**config.mk**
```make
export PLATFORM = sky130hd
export DESIGN_NAME = button_debounce_long_press_unit
export DESIGN_NICKNAME = d
export VERILOG_FILES = /design/src/rtl/bdlp_pkg.sv /design/src/rtl/bdlp_csr.sv /design/src/rtl/bdlp_core.sv /design/src/rtl/bdlp_evq.sv /design/src/rtl/button_debounce_long_press_unit.sv
export SDC_FILE = /design/constraint.sdc
export NUM_CORES = 1
export LEC_CHECK = 0
export ABC_AREA = 1
export BUFFER_PORTS_ARGS = -buffer_cell sky130_fd_sc_hd__buf_2
export CORE_UTILIZATION = 50
export CTS_BUF_LIST = sky130_fd_sc_hd__clkbuf_4 sky130_fd_sc_hd__clkbuf_8
export DETAILED_ROUTE_END_ITERATION = 16
export PLACE_DENSITY_LB_ADDON = 0.25
export SYNTH_ARGS = -nofsm -noshare
export SYNTH_HDL_FRONTEND = slang
export SYNTH_SLANG_ARGS = --single-unit
```
**constraint.sdc**
```tcl
create_clock -name clock -period 13.3 [get_ports clock]
set_clock_uncertainty 0.15 [all_clocks]
set_input_delay 1.33 -clock clock [delete_from_list [all_inputs] [get_ports clock]]
set_output_delay 1.33 -clock clock [all_outputs]
set_load 0.005 [all_outputs]
```
**src/rtl/bdlp_pkg.sv**
```systemverilog
package bdlp_pkg;

   // number of buttons with state; the sample index field is fixed at 3 bits
   localparam int NUM_BUTTONS = 8;
   localparam int BTN_W       = $clog2(NUM_BUTTONS);

   // event queue between the state update and the result port
   localparam int EVQ_DEPTH = 4;
   localparam int EVQ_PTR_W = $clog2(EVQ_DEPTH);
   localparam int EVQ_CNT_W = EVQ_PTR_W + 1;

   typedef enum logic [1:0] {
      KIND_PRESS   = 2'd0,
      KIND_RELEASE = 2'd1,
      KIND_LONG    = 2'd2
   } kind_type;

   typedef enum logic [1:0] {
      REG_DEBOUNCE_TIME   = 2'd0,
      REG_LONG_PRESS_TIME = 2'd1,
      REG_ACTIVE_LOW_MASK = 2'd2,
      REG_ENABLE_MASK     = 2'd3
   } reg_index_type;

   typedef struct packed {
      logic [15:0] debounce_time;
      logic [15:0] long_press_time;
      logic [7:0]  active_low_mask;
      logic [7:0]  enable_mask;
   } cfg_type;

   typedef struct packed {
      logic [2:0]  button;
      kind_type    kind;
      logic [31:0] time_ms;
      logic        last;
   } evt_type;

   // up to two events per sample; two implies one
   typedef struct packed {
      logic    one;
      logic    two;
      evt_type ev0;
      evt_type ev1;
   } push_type;

endpackage

```
**src/rtl/bdlp_csr.sv**
```systemverilog
module bdlp_csr (
   input  logic             clock,
   input  logic             reset,
   input  logic             csr_valid,
   output logic             csr_ready,
   input  logic [1:0]       csr_index,
   input  logic [15:0]      csr_wdata,
   output bdlp_pkg::cfg_type cfg
);
   import bdlp_pkg::*;

   cfg_type cfg_ff;
   cfg_type cfg_in;

   assign csr_ready = 1'b1;

   always_comb begin
      cfg_in = cfg_ff;
      if (csr_valid) begin
         unique case (reg_index_type'(csr_index))
            REG_DEBOUNCE_TIME:   cfg_in.debounce_time   = csr_wdata;
            REG_LONG_PRESS_TIME: cfg_in.long_press_time = csr_wdata;
            REG_ACTIVE_LOW_MASK: cfg_in.active_low_mask = csr_wdata[7:0];
            REG_ENABLE_MASK:     cfg_in.enable_mask     = csr_wdata[7:0];
            default:             cfg_in = cfg_ff;
         endcase
      end
   end

   always_ff @(posedge clock) begin
      if (reset) begin
         cfg_ff.debounce_time   <= 16'd50;
         cfg_ff.long_press_time <= 16'd1000;
         cfg_ff.active_low_mask <= 8'hFF;
         cfg_ff.enable_mask     <= 8'h00;
      end else begin
         cfg_ff <= cfg_in;
      end
   end

   assign cfg = cfg_ff;

endmodule

```
**src/rtl/bdlp_core.sv**
```systemverilog
module bdlp_core (
   input  logic               clock,
   input  logic               reset,
   input  bdlp_pkg::cfg_type  cfg,
   input  logic               req_valid,
   output logic               req_stall,
   input  logic [2:0]         req_button_index,
   input  logic               req_raw_level,
   input  logic [31:0]        req_now_ms,
   input  logic               room_two,
   output bdlp_pkg::push_type push
);
   import bdlp_pkg::*;

   // sample register
   logic        s1_valid_ff, s1_valid_in;
   logic [2:0]  s1_button_ff;
   logic        s1_raw_ff;
   logic [31:0] s1_now_ff;

   // per button state
   logic [NUM_BUTTONS-1:0] last_raw_ff;
   logic [NUM_BUTTONS-1:0] stable_pressed_ff;
   logic [NUM_BUTTONS-1:0] long_reported_ff;
   logic [31:0]            change_time_ff [NUM_BUTTONS];
   logic [31:0]            pressed_since_ff [NUM_BUTTONS];

   logic             proc, accept, active, in_range;
   logic [BTN_W-1:0] idx;
   logic             pressed, changed, settled, flip, new_stable, lrep, long_ev;
   logic [31:0]      ct, ps;

   assign proc      = s1_valid_ff && room_two;
   assign req_stall = s1_valid_ff && !room_two;
   assign accept    = req_valid && !req_stall;

   always_comb begin
      s1_valid_in = s1_valid_ff;
      if (accept) begin
         s1_valid_in = 1'b1;
      end else if (proc) begin
         s1_valid_in = 1'b0;
      end
   end

   assign idx      = s1_button_ff[BTN_W-1:0];
   assign in_range = 32'(s1_button_ff) < NUM_BUTTONS;
   assign active   = proc && in_range && cfg.enable_mask[idx];

   always_comb begin
      pressed    = s1_raw_ff ^ cfg.active_low_mask[idx];
      changed    = pressed != last_raw_ff[idx];
      ct         = changed ? s1_now_ff : change_time_ff[idx];
      settled    = (s1_now_ff - ct) >= {16'd0, cfg.debounce_time};
      flip       = settled && (pressed != stable_pressed_ff[idx]);
      new_stable = flip ? pressed : stable_pressed_ff[idx];
      ps         = (flip && pressed) ? s1_now_ff : pressed_since_ff[idx];
      lrep       = (flip && pressed) ? 1'b0 : long_reported_ff[idx];
      long_ev    = settled && new_stable && !lrep
                   && ((s1_now_ff - ps) >= {16'd0, cfg.long_press_time});
   end

   always_comb begin
      push.one = active && (flip || long_ev);
      push.two = active && flip && long_ev;

      push.ev0.button  = s1_button_ff;
      push.ev0.time_ms = s1_now_ff;
      push.ev0.kind    = flip ? (pressed ? KIND_PRESS : KIND_RELEASE) : KIND_LONG;
      push.ev0.last    = !(flip && long_ev);

      push.ev1.button  = s1_button_ff;
      push.ev1.time_ms = s1_now_ff;
      push.ev1.kind    = KIND_LONG;
      push.ev1.last    = 1'b1;
   end

   always_ff @(posedge clock) begin
      if (reset) begin
         s1_valid_ff <= 1'b0;
      end else begin
         s1_valid_ff <= s1_valid_in;
      end
   end

   always_ff @(posedge clock) begin
      if (accept) begin
         s1_button_ff <= req_button_index;
         s1_raw_ff    <= req_raw_level;
         s1_now_ff    <= req_now_ms;
      end
   end

   always_ff @(posedge clock) begin
      if (reset) begin
         last_raw_ff       <= '0;
         stable_pressed_ff <= '0;
         long_reported_ff  <= '0;
         for (int i = 0; i < NUM_BUTTONS; i++) begin
            change_time_ff[i]   <= '0;
            pressed_since_ff[i] <= '0;
         end
      end else if (active) begin
         last_raw_ff[idx]       <= pressed;
         stable_pressed_ff[idx] <= new_stable;
         long_reported_ff[idx]  <= lrep || long_ev;
         change_time_ff[idx]    <= ct;
         pressed_since_ff[idx]  <= ps;
      end
   end

   a_two_needs_one : assert property (@(posedge clock) disable iff (reset)
      push.two |-> push.one)
      else $error("second event without first");

   a_two_is_press_long : assert property (@(posedge clock) disable iff (reset)
      push.two |-> (push.ev0.kind == KIND_PRESS && push.ev1.kind == KIND_LONG))
      else $error("event pair is not press then long press");

   a_release_clears : assert property (@(posedge clock) disable iff (reset)
      (push.one && push.ev0.kind == KIND_RELEASE) |=>
         !stable_pressed_ff[$past(idx)])
      else $error("release left button pressed");

endmodule

```
**src/rtl/bdlp_evq.sv**
```systemverilog
module bdlp_evq (
   input  logic               clock,
   input  logic               reset,
   input  bdlp_pkg::push_type push,
   output logic               room_two,
   output logic               rsp_valid,
   input  logic               rsp_stall,
   output logic [2:0]         rsp_event_button,
   output logic [1:0]         rsp_event_kind,
   output logic [31:0]        rsp_event_time,
   output logic               rsp_last_event
);
   import bdlp_pkg::*;

   evt_type              q_ff [EVQ_DEPTH];
   logic [EVQ_PTR_W-1:0] wr_ptr_ff, wr_ptr_in, rd_ptr_ff, rd_ptr_in, wr_nxt;
   logic [EVQ_CNT_W-1:0] count_ff, count_in;
   logic                 pop;
   evt_type              head;

   assign room_two  = count_ff <= EVQ_CNT_W'(EVQ_DEPTH - 2);
   assign rsp_valid = count_ff != '0;
   assign pop       = rsp_valid && !rsp_stall;
   assign wr_nxt    = wr_ptr_ff + 1'b1;

   always_comb begin
      wr_ptr_in = wr_ptr_ff;
      if (push.two) begin
         wr_ptr_in = wr_ptr_ff + EVQ_PTR_W'(2);
      end else if (push.one) begin
         wr_ptr_in = wr_nxt;
      end
      rd_ptr_in = pop ? rd_ptr_ff + 1'b1 : rd_ptr_ff;
      count_in  = count_ff + EVQ_CNT_W'(push.one) + EVQ_CNT_W'(push.two)
                  - EVQ_CNT_W'(pop);
   end

   always_ff @(posedge clock) begin
      if (reset) begin
         wr_ptr_ff <= '0;
         rd_ptr_ff <= '0;
         count_ff  <= '0;
      end else begin
         wr_ptr_ff <= wr_ptr_in;
         rd_ptr_ff <= rd_ptr_in;
         count_ff  <= count_in;
      end
   end

   always_ff @(posedge clock) begin
      if (push.one) begin
         q_ff[wr_ptr_ff] <= push.ev0;
      end
      if (push.two) begin
         q_ff[wr_nxt] <= push.ev1;
      end
   end

   assign head             = q_ff[rd_ptr_ff];
   assign rsp_event_button = head.button;
   assign rsp_event_kind   = head.kind;
   assign rsp_event_time   = head.time_ms;
   assign rsp_last_event   = head.last;

   a_count_bound : assert property (@(posedge clock) disable iff (reset)
      count_ff <= EVQ_CNT_W'(EVQ_DEPTH))
      else $error("event queue overflow");

   a_push_fits : assert property (@(posedge clock) disable iff (reset)
      push.one |-> room_two)
      else $error("push without room");

   a_drain_last : assert property (@(posedge clock) disable iff (reset)
      (pop && count_ff == EVQ_CNT_W'(1) && !push.one) |=> !rsp_valid)
      else $error("queue not empty after last transfer");

endmodule

```
**src/rtl/button_debounce_long_press_unit.sv**
```systemverilog
// channel | direction | handshake             | payload
// req     | in        | req_valid / req_stall | button_index, raw_level, now_ms
// rsp     | out       | rsp_valid / rsp_stall | event_button, event_kind, event_time, last_event
// csr     | in        | csr_valid / csr_ready | csr_index, csr_wdata
//
// one sample a cycle unless req_stall holds it: sample register, then one pass over the button state
// a result is registered in the sample register and then in the event queue before it appears
// a sample may give two events; the 4-entry event queue drains one a cycle while rsp_stall is low
// req_stall rises while a sample waits in the sample register and the queue
// has fewer than two free slots
// synchronous active-high reset: all button state cleared, registers to defaults
module button_debounce_long_press_unit (
   input  logic        clock,
   input  logic        reset,
   // sample transfer
   input  logic        req_valid,
   output logic        req_stall,
   input  logic [2:0]  req_button_index,
   input  logic        req_raw_level,
   input  logic [31:0] req_now_ms,
   // event transfer
   output logic        rsp_valid,
   input  logic        rsp_stall,
   output logic [2:0]  rsp_event_button,
   output logic [1:0]  rsp_event_kind,
   output logic [31:0] rsp_event_time,
   output logic        rsp_last_event,
   // register writes
   input  logic        csr_valid,
   output logic        csr_ready,
   input  logic [1:0]  csr_index,
   input  logic [15:0] csr_wdata
);
   import bdlp_pkg::*;

   cfg_type  cfg;
   push_type push;
   logic     room_two;

   // debounce time, long press time, polarity and enable masks
   bdlp_csr u_csr (
      .clock     (clock),
      .reset     (reset),
      .csr_valid (csr_valid),
      .csr_ready (csr_ready),
      .csr_index (csr_index),
      .csr_wdata (csr_wdata),
      .cfg       (cfg)
   );

   // sample register and per button debounce / long press state
   bdlp_core u_core (
      .clock            (clock),
      .reset            (reset),
      .cfg              (cfg),
      .req_valid        (req_valid),
      .req_stall        (req_stall),
      .req_button_index (req_button_index),
      .req_raw_level    (req_raw_level),
      .req_now_ms       (req_now_ms),
      .room_two         (room_two),
      .push             (push)
   );

   // events wait here so a stalled result blocks sampling only once fewer than two slots are free
   bdlp_evq u_evq (
      .clock            (clock),
      .reset            (reset),
      .push             (push),
      .room_two         (room_two),
      .rsp_valid        (rsp_valid),
      .rsp_stall        (rsp_stall),
      .rsp_event_button (rsp_event_button),
      .rsp_event_kind   (rsp_event_kind),
      .rsp_event_time   (rsp_event_time),
      .rsp_last_event   (rsp_last_event)
   );

endmodule

```
Yosys cells after proc, flatten, opt, wreduce, memory -nomap -nowiden
Memory sizes are Yosys's and may differ from the RTL's. A register that Yosys moved wholly into a read port is not among the register bits.
Cells that the tools add are included.
{"block": "word_totals", "regBits": 116, "mem_bits_rw": 664, "output_inout_bits": 41, "word_cells": 112, "n_memories": 3}
{"memory": "u_core.change_time_ff", "depth": 8, "word_bits": 32, "read_ports": 1, "rd_clocked_by_memory_dff": 1, "write_ports": 8, "line_no": "bdlp_core.sv:25", "source": "logic [31:0] change_time_ff [NUM_BUTTONS];"}
{"memory": "u_core.pressed_since_ff", "depth": 8, "word_bits": 32, "read_ports": 1, "rd_clocked_by_memory_dff": 1, "write_ports": 8, "line_no": "bdlp_core.sv:26", "source": "logic [31:0] pressed_since_ff [NUM_BUTTONS];"}
{"memory": "u_evq.q_ff", "depth": 4, "word_bits": 38, "read_ports": 1, "rd_clocked_by_memory_dff": 1, "write_ports": 2, "line_no": "bdlp_evq.sv:15", "source": "evt_type q_ff [EVQ_DEPTH];"}
{"block": "op_classes", "add_sub_neg": 8, "n_lt_le_gt_ge": 5, "eq_ne": 5, "mux": 44, "bitwise_logic": 1, "n_reduce_logical": 32}
{"cell": "two-way mux 32 bit", "count": 4}
{"cell": ">= comparator 32 x 16 -> 1 bit", "count": 2}
{"cell": "OR reduction 32 bit", "count": 2}
{"cell": "subtractor 32 bit", "count": 2}
{"cell": "bitwise mux 8 bit", "count": 3}
{"cell": "two-way mux 1 bit", "count": 22}
{"cell": "binary-select mux 1 bit (select 3 bit)", "count": 5}
{"cell": "logical AND 1 bit", "count": 15}
{"cell": "two-way mux 3 bit", "count": 4}
{"cell": "two-way mux 2 bit", "count": 5}
{"cell": "AND reduction 2 bit", "count": 4}
{"cell": "adder 3 x 1 -> 3 bit", "count": 2}
{"cell": "zero test 1 bit", "count": 5}
{"cell": "adder 2 x 1 -> 2 bit (second input constant)", "count": 2}
{"cell": "equality test 2 bit (second input constant)", "count": 2}
{"cell": "< comparator 3 x 4 -> 1 bit (second input constant)", "count": 1}
{"cell": "nonzero test 2 bit", "count": 2}
{"cell": "demux 1 bit (select 3 bit)", "count": 1}
{"cell": ">= comparator 3 x 1 -> 1 bit (second input constant)", "count": 1}
{"cell": "<= comparator 3 x 2 -> 1 bit (second input constant)", "count": 1}
{"cell": "nonzero test 3 bit", "count": 1}
{"cell": "subtractor 3 x 1 -> 3 bit", "count": 1}
{"cell": "adder 2 bit (second input constant)", "count": 1}
{"cell": "equality test 2 x 1 -> 1 bit (second input constant)", "count": 1}
{"cell": "4 further kinds", "count": 6}

Depth between registers and ports, before layout
Gate-level depths: netlist of the first run.
{"block": "depth", "ltp_word": 18, "depth_mapped": 73, "ltp_nobuf": 70}

Modules after synthesis
Synthesis of the first run repeated with hierarchy kept, for this count alone.
{"block": "unflattened", "cells_unflattened": 4348, "hier_area_um2": 39937.1}
{"module": "bdlp_core", "n_inst": 1, "cells_each": 3255, "area_each_um2": 30115.1}
{"module": "bdlp_evq", "n_inst": 1, "cells_each": 810, "area_each_um2": 7861.3}
{"module": "bdlp_csr", "n_inst": 1, "cells_each": 283, "area_each_um2": 1960.6}

Worst setup path before layout of the first run
Ideal clock, no wire load.
{"block": "synth_path", "kind": "flip-flop to flip-flop", "start": "register (tool-made name)", "end": "register u_evq.count_ff[2]", "setup_time_ps": 114, "t_arrival_ps": 10245, "t_required_ps": 13036, "path_slack_ps": 2791, "stages_incl_launch_ff": 70, "path_buffers": 9, "synth_period_minus_slack_ps": 10509, "path_cell_list": "dfxtp_1 clkbuf_1 clkbuf_1 clkbuf_1 clkbuf_1 clkbuf_1 clkbuf_1 clkbuf_1 nor2_1 o221ai_1 nand2_1 nand2_1 o21ai_1 ha_1 a21oi_1 o21ai_2 nand2_1 nand2_2 [... 34 more ...] o21ai_0 a21oi_1 nor2_1 a211oi_1 nand2_1 a21oi_1 nand3_1 nor2_1 nand3_2 nand2_2 nand2_4 nand2_1 ha_1 inv_1 fa_1 fa_1 xor2_1 nor2_1"}
{"item": "to (signal assigned)", "line_no": "bdlp_evq.sv:46", "source": "count_ff <= count_in;"}
{"item": "to (decl)", "line_no": "bdlp_evq.sv:17", "source": "logic [EVQ_CNT_W-1:0] count_ff, count_in;"}

Worst setup path in the final report of the first run
{"block": "layout_path", "start": "register u_core.s1_button_ff[0] (netlist: u_core.idx[0])", "end": "register u_evq.count_ff[2]"}
{"block": "layout_via", "elab_chain_cells": 18}
{"item": "from (decl)", "line_no": "bdlp_core.sv:17", "source": "logic [2:0] s1_button_ff;"}
{"item": "from (signal assigned)", "line_no": "bdlp_core.sv:88", "source": "s1_button_ff <= req_button_index;"}
{"item": "binary-select mux 1 bit (select 3 bit)", "line_no": "bdlp_core.sv:51", "source": "pressed = s1_raw_ff ^ cfg.active_low_mask[idx];"}
{"item": "two-way mux 1 bit (not written as such)", "line_no": "bdlp_core.sv:51"}
{"item": "XOR 1 bit", "line_no": "bdlp_core.sv:51"}
{"item": "inequality test 1 bit", "line_no": "bdlp_core.sv:52", "source": "changed = pressed != last_raw_ff[idx];"}
{"item": "two-way mux 32 bit", "line_no": "bdlp_core.sv:53", "source": "ct = changed ? s1_now_ff : change_time_ff[idx];"}
{"item": "subtractor 32 bit", "line_no": "bdlp_core.sv:54", "source": "settled = (s1_now_ff - ct) >= {16'd0, cfg.debounce_time};"}
{"item": ">= comparator 32 x 16 -> 1 bit", "line_no": "bdlp_core.sv:54"}
{"item": "logical AND 1 bit", "line_no": "bdlp_core.sv:55", "source": "flip = settled && (pressed != stable_pressed_ff[idx]);"}
{"item": "[... 2 more ...]"}
{"item": "net u_core.ps[1]", "line_no": "bdlp_core.sv:31", "source": "logic [31:0] ct, ps;"}
{"item": "subtractor 32 bit *", "line_no": "bdlp_core.sv:60", "source": "&& ((s1_now_ff - ps) >= {16'd0, cfg.long_press_time});"}
{"item": ">= comparator 32 x 16 -> 1 bit *", "line_no": "bdlp_core.sv:60"}
{"item": "logical AND 1 bit *", "line_no": "bdlp_core.sv:60"}
{"item": "logical OR 1 bit", "line_no": "bdlp_core.sv:64", "source": "push.one = active && (flip || long_ev);"}
{"item": "logical AND 1 bit", "line_no": "bdlp_core.sv:64"}
{"item": "adder 3 x 1 -> 3 bit", "line_no": "bdlp_evq.sv:34", "source": "count_in = count_ff + EVQ_CNT_W'(push.one) + EVQ_CNT_W'(push.two)"}
{"item": "adder 3 x 1 -> 3 bit *", "line_no": "bdlp_evq.sv:34"}
{"item": "subtractor 3 x 1 -> 3 bit *", "line_no": "bdlp_evq.sv:35", "source": "- EVQ_CNT_W'(pop);"}
The timed path passes the listed nets; every way through them passes the cells marked *. The select of a mux whose other input is x is not followed.
A chain may end at the register's enable or synchronous reset.

==> results of run 1 <==
## cells in the mapped netlist (all sizes together)
cell type / n / share of area
a211oi: 9 / 0.0018
xnor2: 10 / 0.0023
o21ai: 431 / 0.057
conb: 1 / 0.000099
edfxtp: 688 / 0.54
ha: 95 / 0.031
nand4: 26 / 0.0043
nor2: 1145 / 0.11
fa: 4 / 0.0021
a21o: 6 / 0.0012
o2111a: 1 / 0.00030
o221a: 1 / 0.00030
o21bai: 3 / 0.00059
nand2: 381 / 0.040
o21a: 7 / 0.0014
or2: 2 / 0.00033
and2: 7 / 0.0012
xor2: 23 / 0.0053
a31oi: 53 / 0.0091
o2111ai: 1 / 0.00023
clkbuf: 189 / 0.019
nand3b: 8 / 0.0016
a221oi: 6 / 0.0014
inv: 253 / 0.025
nor3b: 1 / 0.00020
clkinv: 2 / 0.00020
dfxtp: 97 / 0.051
nand3: 119 / 0.017
o22ai: 73 / 0.012
o221ai: 112 / 0.026
and3: 2 / 0.00033
buf: 35 / 0.0071
nor4: 2 / 0.00033
a22o: 1 / 0.00023
o211ai: 18 / 0.0036
a21boi: 2 / 0.00039
nor3: 19 / 0.0025
a22oi: 1 / 0.00020
a21oi: 121 / 0.016
## layout make-up
type / instances / area, um2
Tap cell: 969 / 1210
Timing Repair Buffer: 188 / 1220
Clock inverter: 46 / 274
Antenna cell: 4 / 10.0
Inverter: 255 / 973
Sequential cell: 785 / 22600
Fill cell: 6566 / 32600
Clock buffer: 182 / 2240
Multi-Input combinational cell: 2691 / 13700
## placed cells by master (no fill, tap or decap), types with 19 or more instances in the layout
cell      count
nor2_1     1128
edfxtp_1    688
o21ai_0     416
nand2_1     343
inv_1       235
clkbuf_8    140
a21oi_1     121
o221ai_1    112
nand3_1     103
buf_2        98
ha_1         95
dfxtp_1      93
buf_4        86
o22ai_1      73
a31oi_1      51
clkbuf_4     42
nand4_1      26
nand2_2      24
clkinv_1     24
xor2_1       23
nor3_1       19
## state kept, by name, summed over array words and instances (netlist names), named ones only
| signal | cells |
|---|---|
| u_core.change_time_ff | 256 |
| u_core.pressed_since_ff | 256 |
| u_evq.q_ff | 152 |
| u_csr.cfg | 48 |
| u_core.s1_now_ff | 32 |
| u_core.last_raw_ff | 8 |
| u_core.long_reported_ff | 8 |
| u_core.stable_pressed_ff | 8 |
| u_core.idx | 3 |
| u_evq.count_ff | 3 |
| u_evq.rd_ptr_ff | 2 |
| u_evq.wr_ptr_ff | 2 |
| u_core.s1_raw_ff | 1 |
| u_core.s1_valid_ff | 1 |
## logic make-up (layout without fill, tap and decap cells)
group / Yosys count / in the layout / synth area share
compound gates: 846 / 846 / 0.131
xor+xnor: 33 / 33 / 0.00760
fa+ha+maj: 99 / 99 / 0.0333
buf+inv: 479 / 671 / 0.0512
flops: 785 / 785 / 0.594
other cells: 1 / 5 / 0.0000986
simple gates: 1712 / 1712 / 0.182
## worst paths after layout
| path | from | end | slack, ns | depth (start not counted) |
|---|---|---|---|---|
| setup / recovery | u_core.idx[0]$_DFFE_PP_ | u_evq.count_ff[2]$_SDFF_PP0_ | 1.39 | 66 |
| hold / removal | u_csr.cfg[0]$_SDFFE_PP0P_ | u_csr.cfg[0]$_SDFFE_PP0P_ | 0.30 | 2 |
| setup reg to reg | u_core.idx[0]$_DFFE_PP_ | u_evq.count_ff[2]$_SDFF_PP0_ | 1.39 | 66 |
| hold reg to reg | u_csr.cfg[0]$_SDFFE_PP0P_ | u_csr.cfg[0]$_SDFFE_PP0P_ | 0.30 | 2 |
## critical path, delay by kind of cell (launching register included)
kind	cells	cell delay, ns
xor gates and xnor gates	3	0.54
DFF	1	0.60
and+or+nand+nor	33	4.49
AOI/OAI and AO/OA	15	2.26
buffers and inverters	8	1.48
adders and majority gates	7	2.25
## stage by stage
stage                     setup WS, ns  instance area, um2   util  instances  hold slack [ns]
after floorplan                   2.79               38000      -       3955            0.271
after global placement            1.82               39700  0.530       4888            0.285
after detailed placement          1.68               39700  0.530       4888            0.292
after CTS                         1.65               42200  0.564       5116            0.301
after global routing             0.418               42200  0.564       5117            0.315
final                             1.39               42200  0.564       5120            0.300
## routing by layer
metal  track usage  vias up  wire (um)
met4         0.142        2       5020
met1         0.420    14800      49500
met5             0        -          9
met2         0.493     1570      55600
li1              -    14000          -
met3        0.0661      288      12000
## power groups by stage
stage          Combinational [W]  Clock [W]  Sequential [W]
6_report                 0.00249    0.00210         0.00288
4_1_cts                  0.00245    0.00212         0.00288
5_1_grt                  0.00272    0.00221         0.00289
2_1_floorplan            0.00161          0         0.00289
3_5_place_dp             0.00244          0         0.00293
3_3_place_gp             0.00243          0         0.00293
==> impl_metrics.toml, run 1 <==
[outcome]
outcome = "complete, no violations"

[yosys]
ys_warn_count = 0
synthesis.area_mm2 = 0.0380
syn_inst = 3955
yosysSeqAreaShare = 0.594
yosysUniqueCellTypes = 57
ys_seq_elements = 785
synth_fp_nets = 4113
synth_area_per_cell_um2 = 9.62

[cts]
post-cts-setup-buffer-count = 0
cts_resized = 0
clk_latency_ns = 0.81
cts_buffers = 135
htree_levels = 4
clk_pin_slew_ns = 0.06
cts_root_buffer = "clkbuf_8"
cts_tree = "built"
postCtsHoldBufs = 0
numClockSinks = 785
cts_buffer_depth = 3

[global_routing]
grt_pass1_vias = 29000
grt_max_degree = 187
grt_pass1_wl_um = 180000
gr-total-overflow = 0
grt_use_total = 0.314
antenna_found_initial = 9

[power_and_ir_drop]
p_per_area_mw_per_mm2 = 177
p_sw_frac = 0.375
power_frac_seq = 0.386
ir_drop_mv = 0.109
p_leak_nw = 16.6
p_clk_frac = 0.281
internal_power_w = 0.00467
p_comb_frac = 0.333
finalPower_w = 0.00747
power_switching_w = 0.00280

[sta]
rsz0062_at_grt = "no"
hold_viol_final = 0
finalCritPeriodShare = 0.896
slew_headroom = 0.220
tns_ns = 0
worst_pin_slew_ns = 1.17
fmax_ghz = 0.0839
maxSlewViolCount = 0
layout_min_cycle_time_ns = 11.91
setup_violations = 0

[worst_setup_path]
slowest_delay_ns = 0.60
cp_common_cell = "nand2_1"
path_max_fanout = 23
cp_slowest_cell = "edfxtp_1"
critPathArrivalTime_ns = 12.45
end_kind = "flip-flop"
worst_setup_path_start_kind = "flip-flop"
worstPathRequired_ns = 13.83
critPathKind = "reg2reg"

[floorplanning]
coreArea_mm2 = 0.0748
rows = 100
initial_core_util = 0.508
dieArea_mm2 = 0.0772
io_pins = 100
die_y_um = 278
die_w_um = 278

[detailed_routing]
vias = 30600
ant_nets = 0
drt_wl_total_um = 122000
dr.pass1.iters = 5
drc = 0
via_per_inst = 5.98
wl_per_cell_um = 23.9
dr.first_iter.drc_count = 3736

[cells_and_area]
syn2layout_area_growth_pct = 10.9
nets = 4214
drive_gt1_frac = 0.120

[min_path]
hold_path_class = "reg2reg"

[run]
drv_cap = 0

[placement]
place.gp.congestion = 0.979
port_buffers = 98
dp_hpwl_um = 74400
Note: power is estimated with default switching activity, not from simulation.
==> run 2: changes to the inputs <==
Clock period 13.3 ns to 14.5 ns, I/O delays scaled along.
==> impl_metrics.toml, run 2 (synthesis gave the netlist of run 1 again) <==
[min_path]
whs_endpoint = "u_csr.cfg[0]$_SDFFE_PP0P_"
hold_path_class = "reg2reg"
hold_start = "u_csr.cfg[0]$_SDFFE_PP0P_"
holdPathStages = 2

[worst_setup_path]
cp_slowest_cell = "a31oi_1"
path_max_fanout = 73
critPathKind = "reg2reg"
cp_common_cell = "nand2_1"
r2r_cells = 66
reg2reg_slack_ns = 1.62
reg2reg_from = "u_core.idx[0]$_DFFE_PP_"
end_kind = "flip-flop"
critPathArrivalTime_ns = 13.43
worst_setup_path_start_kind = "flip-flop"
timing.rr.end = "u_evq.count_ff[2]$_SDFF_PP0_"
slowest_delay_ns = 0.65
worstPathRequired_ns = 15.05

[global_routing]
grt_pass1_vias = 28900
grt_use_total = 0.307
antenna_found_initial = 4
grt_max_degree = 105
grt_pass1_wl_um = 177000
gr-total-overflow = 0

[floorplanning]
coreArea_mm2 = 0.0748
die_y_um = 278
initial_core_util = 0.508
dieArea_mm2 = 0.0772
rows = 100
die_w_um = 278
io_pins = 100

[power_and_ir_drop]
ir_drop_mv = 0.0942
p_leak_nw = 16.6
p_per_area_mw_per_mm2 = 163

[cells_and_area]
syn2layout_area_growth_pct = 10.9
nets = 4195
layout_commonest_cell = "nor2_1"
drive_gt1_frac = 0.117
mostFrequentLayoutCells = "1128 x nor2_1, 688 x edfxtp_1, 416 x o21ai_0"
finalNonFillerCells = 5111
top_regs = "u_core.change_time_ff x256, u_core.pressed_since_ff x256, u_evq.q_ff x152"

[cts]
clk_latency_ns = 0.82
clk_pin_slew_ns = 0.07
htree_levels = 4
cts_resized = 0
post-cts-setup-buffer-count = 0
cts_root_buffer = "clkbuf_8"
cts_buffer_depth = 3
cts_buffers = 134
numClockSinks = 785
postCtsHoldBufs = 0
cts_tree = "built"

[detailed_routing]
drt_wl_total_um = 119000
wl_per_cell_um = 23.4
drc = 0
ant_nets = 0
dr.pass1.iters = 8
dr.first_iter.drc_count = 3405
vias = 30400
via_per_inst = 5.94

[sta]
hold_viol_final = 0
slew_headroom = 0.196
maxSlewViolCount = 0
rsz0062_at_grt = "no"
tns_ns = 0
worst_pin_slew_ns = 1.21
setup_violations = 0
layout_min_cycle_time_ns = 12.88
fmax_ghz = 0.0776
finalCritPeriodShare = 0.888

[placement]
port_buffers = 98
dp_hpwl_um = 72500
place.gp.congestion = 0.994
dpl.cell_count = 4870

[outcome]
outcome = "complete, no violations"

[run]
drv_cap = 0
run 2: routing by layer:
| layer | up-vias | global-route usage | wire [um] |
|---|---|---|---|
| li1 | 13900 | - | - |
| met1 | 14700 | 0.405 | 47100 |
| met2 | 1505 | 0.487 | 55000 |
| met3 | 257 | 0.0718 | 12800 |
| met4 | 2 | 0.129 | 4550 |
| met5 | - | 0 | 11 |
run 2: cell type report:
cell class | instances | area, um2
timing repair buffer | 170 | 1040
clock buffer | 189 | 2290
tap | 969 | 1210
antenna | 2 | 5.00
clock inverter | 50 | 388
fill | 6544 | 32600
multi-input combinational | 2691 | 13700
inverter | 255 | 973
sequential | 785 | 22600
run 2: worst max-delay path by stage:
stage / start / endpoint / depth (start not counted)
6_report: u_core.idx[0]$_DFFE_PP_ / u_evq.count_ff[2]$_SDFF_PP0_ / 66
3_3_place_gp: u_core.idx[0]$_DFFE_PP_ / u_evq.count_ff[2]$_SDFF_PP0_ / 66
2_1_floorplan: flip-flop / u_evq.count_ff[2]$_SDFF_PP0_ / 69
5_1_grt: u_core.idx[0]$_DFFE_PP_ / u_evq.q_ff[3][29]$_DFFE_PP_ / 63
4_1_cts: u_core.idx[0]$_DFFE_PP_ / u_evq.count_ff[2]$_SDFF_PP0_ / 66
3_5_place_dp: u_core.idx[0]$_DFFE_PP_ / u_evq.count_ff[2]$_SDFF_PP0_ / 66
run 2: worst max-delay path, delay by kind of cell, from the launching register on:
family / cells / cell delay (ns)
adder cells (fa/ha/maj): 7 / 2.36
XOR/XNOR: 3 / 0.48
AND/OR/NAND/NOR: 35 / 4.73
AO/OA/AOI/OAI: 16 / 3.20
buffers and inverters: 5 / 1.17
flip-flops: 1 / 0.61
run 2: report_power, final:
group          internal (W)  switching (W)
clock               0.00107       0.000928
combinational      0.000675        0.00156
sequential          0.00257      0.0000634
run 2: metrics by stage:
step	util	power [W]	hold WS, ns	worst slack (ns)	cell area, um2
3_5_place_dp	0.528	0.00488	0.290	1.91	39500
4_1_cts	0.564	0.00686	0.300	1.83	42200
6_report	0.564	0.00687	0.299	1.62	42200
3_3_place_gp	0.528	0.00486	0.285	2.25	39500
5_1_grt	0.564	0.00721	0.323	0.560	42200
2_1_floorplan	-	0.00413	0.271	3.99	38000
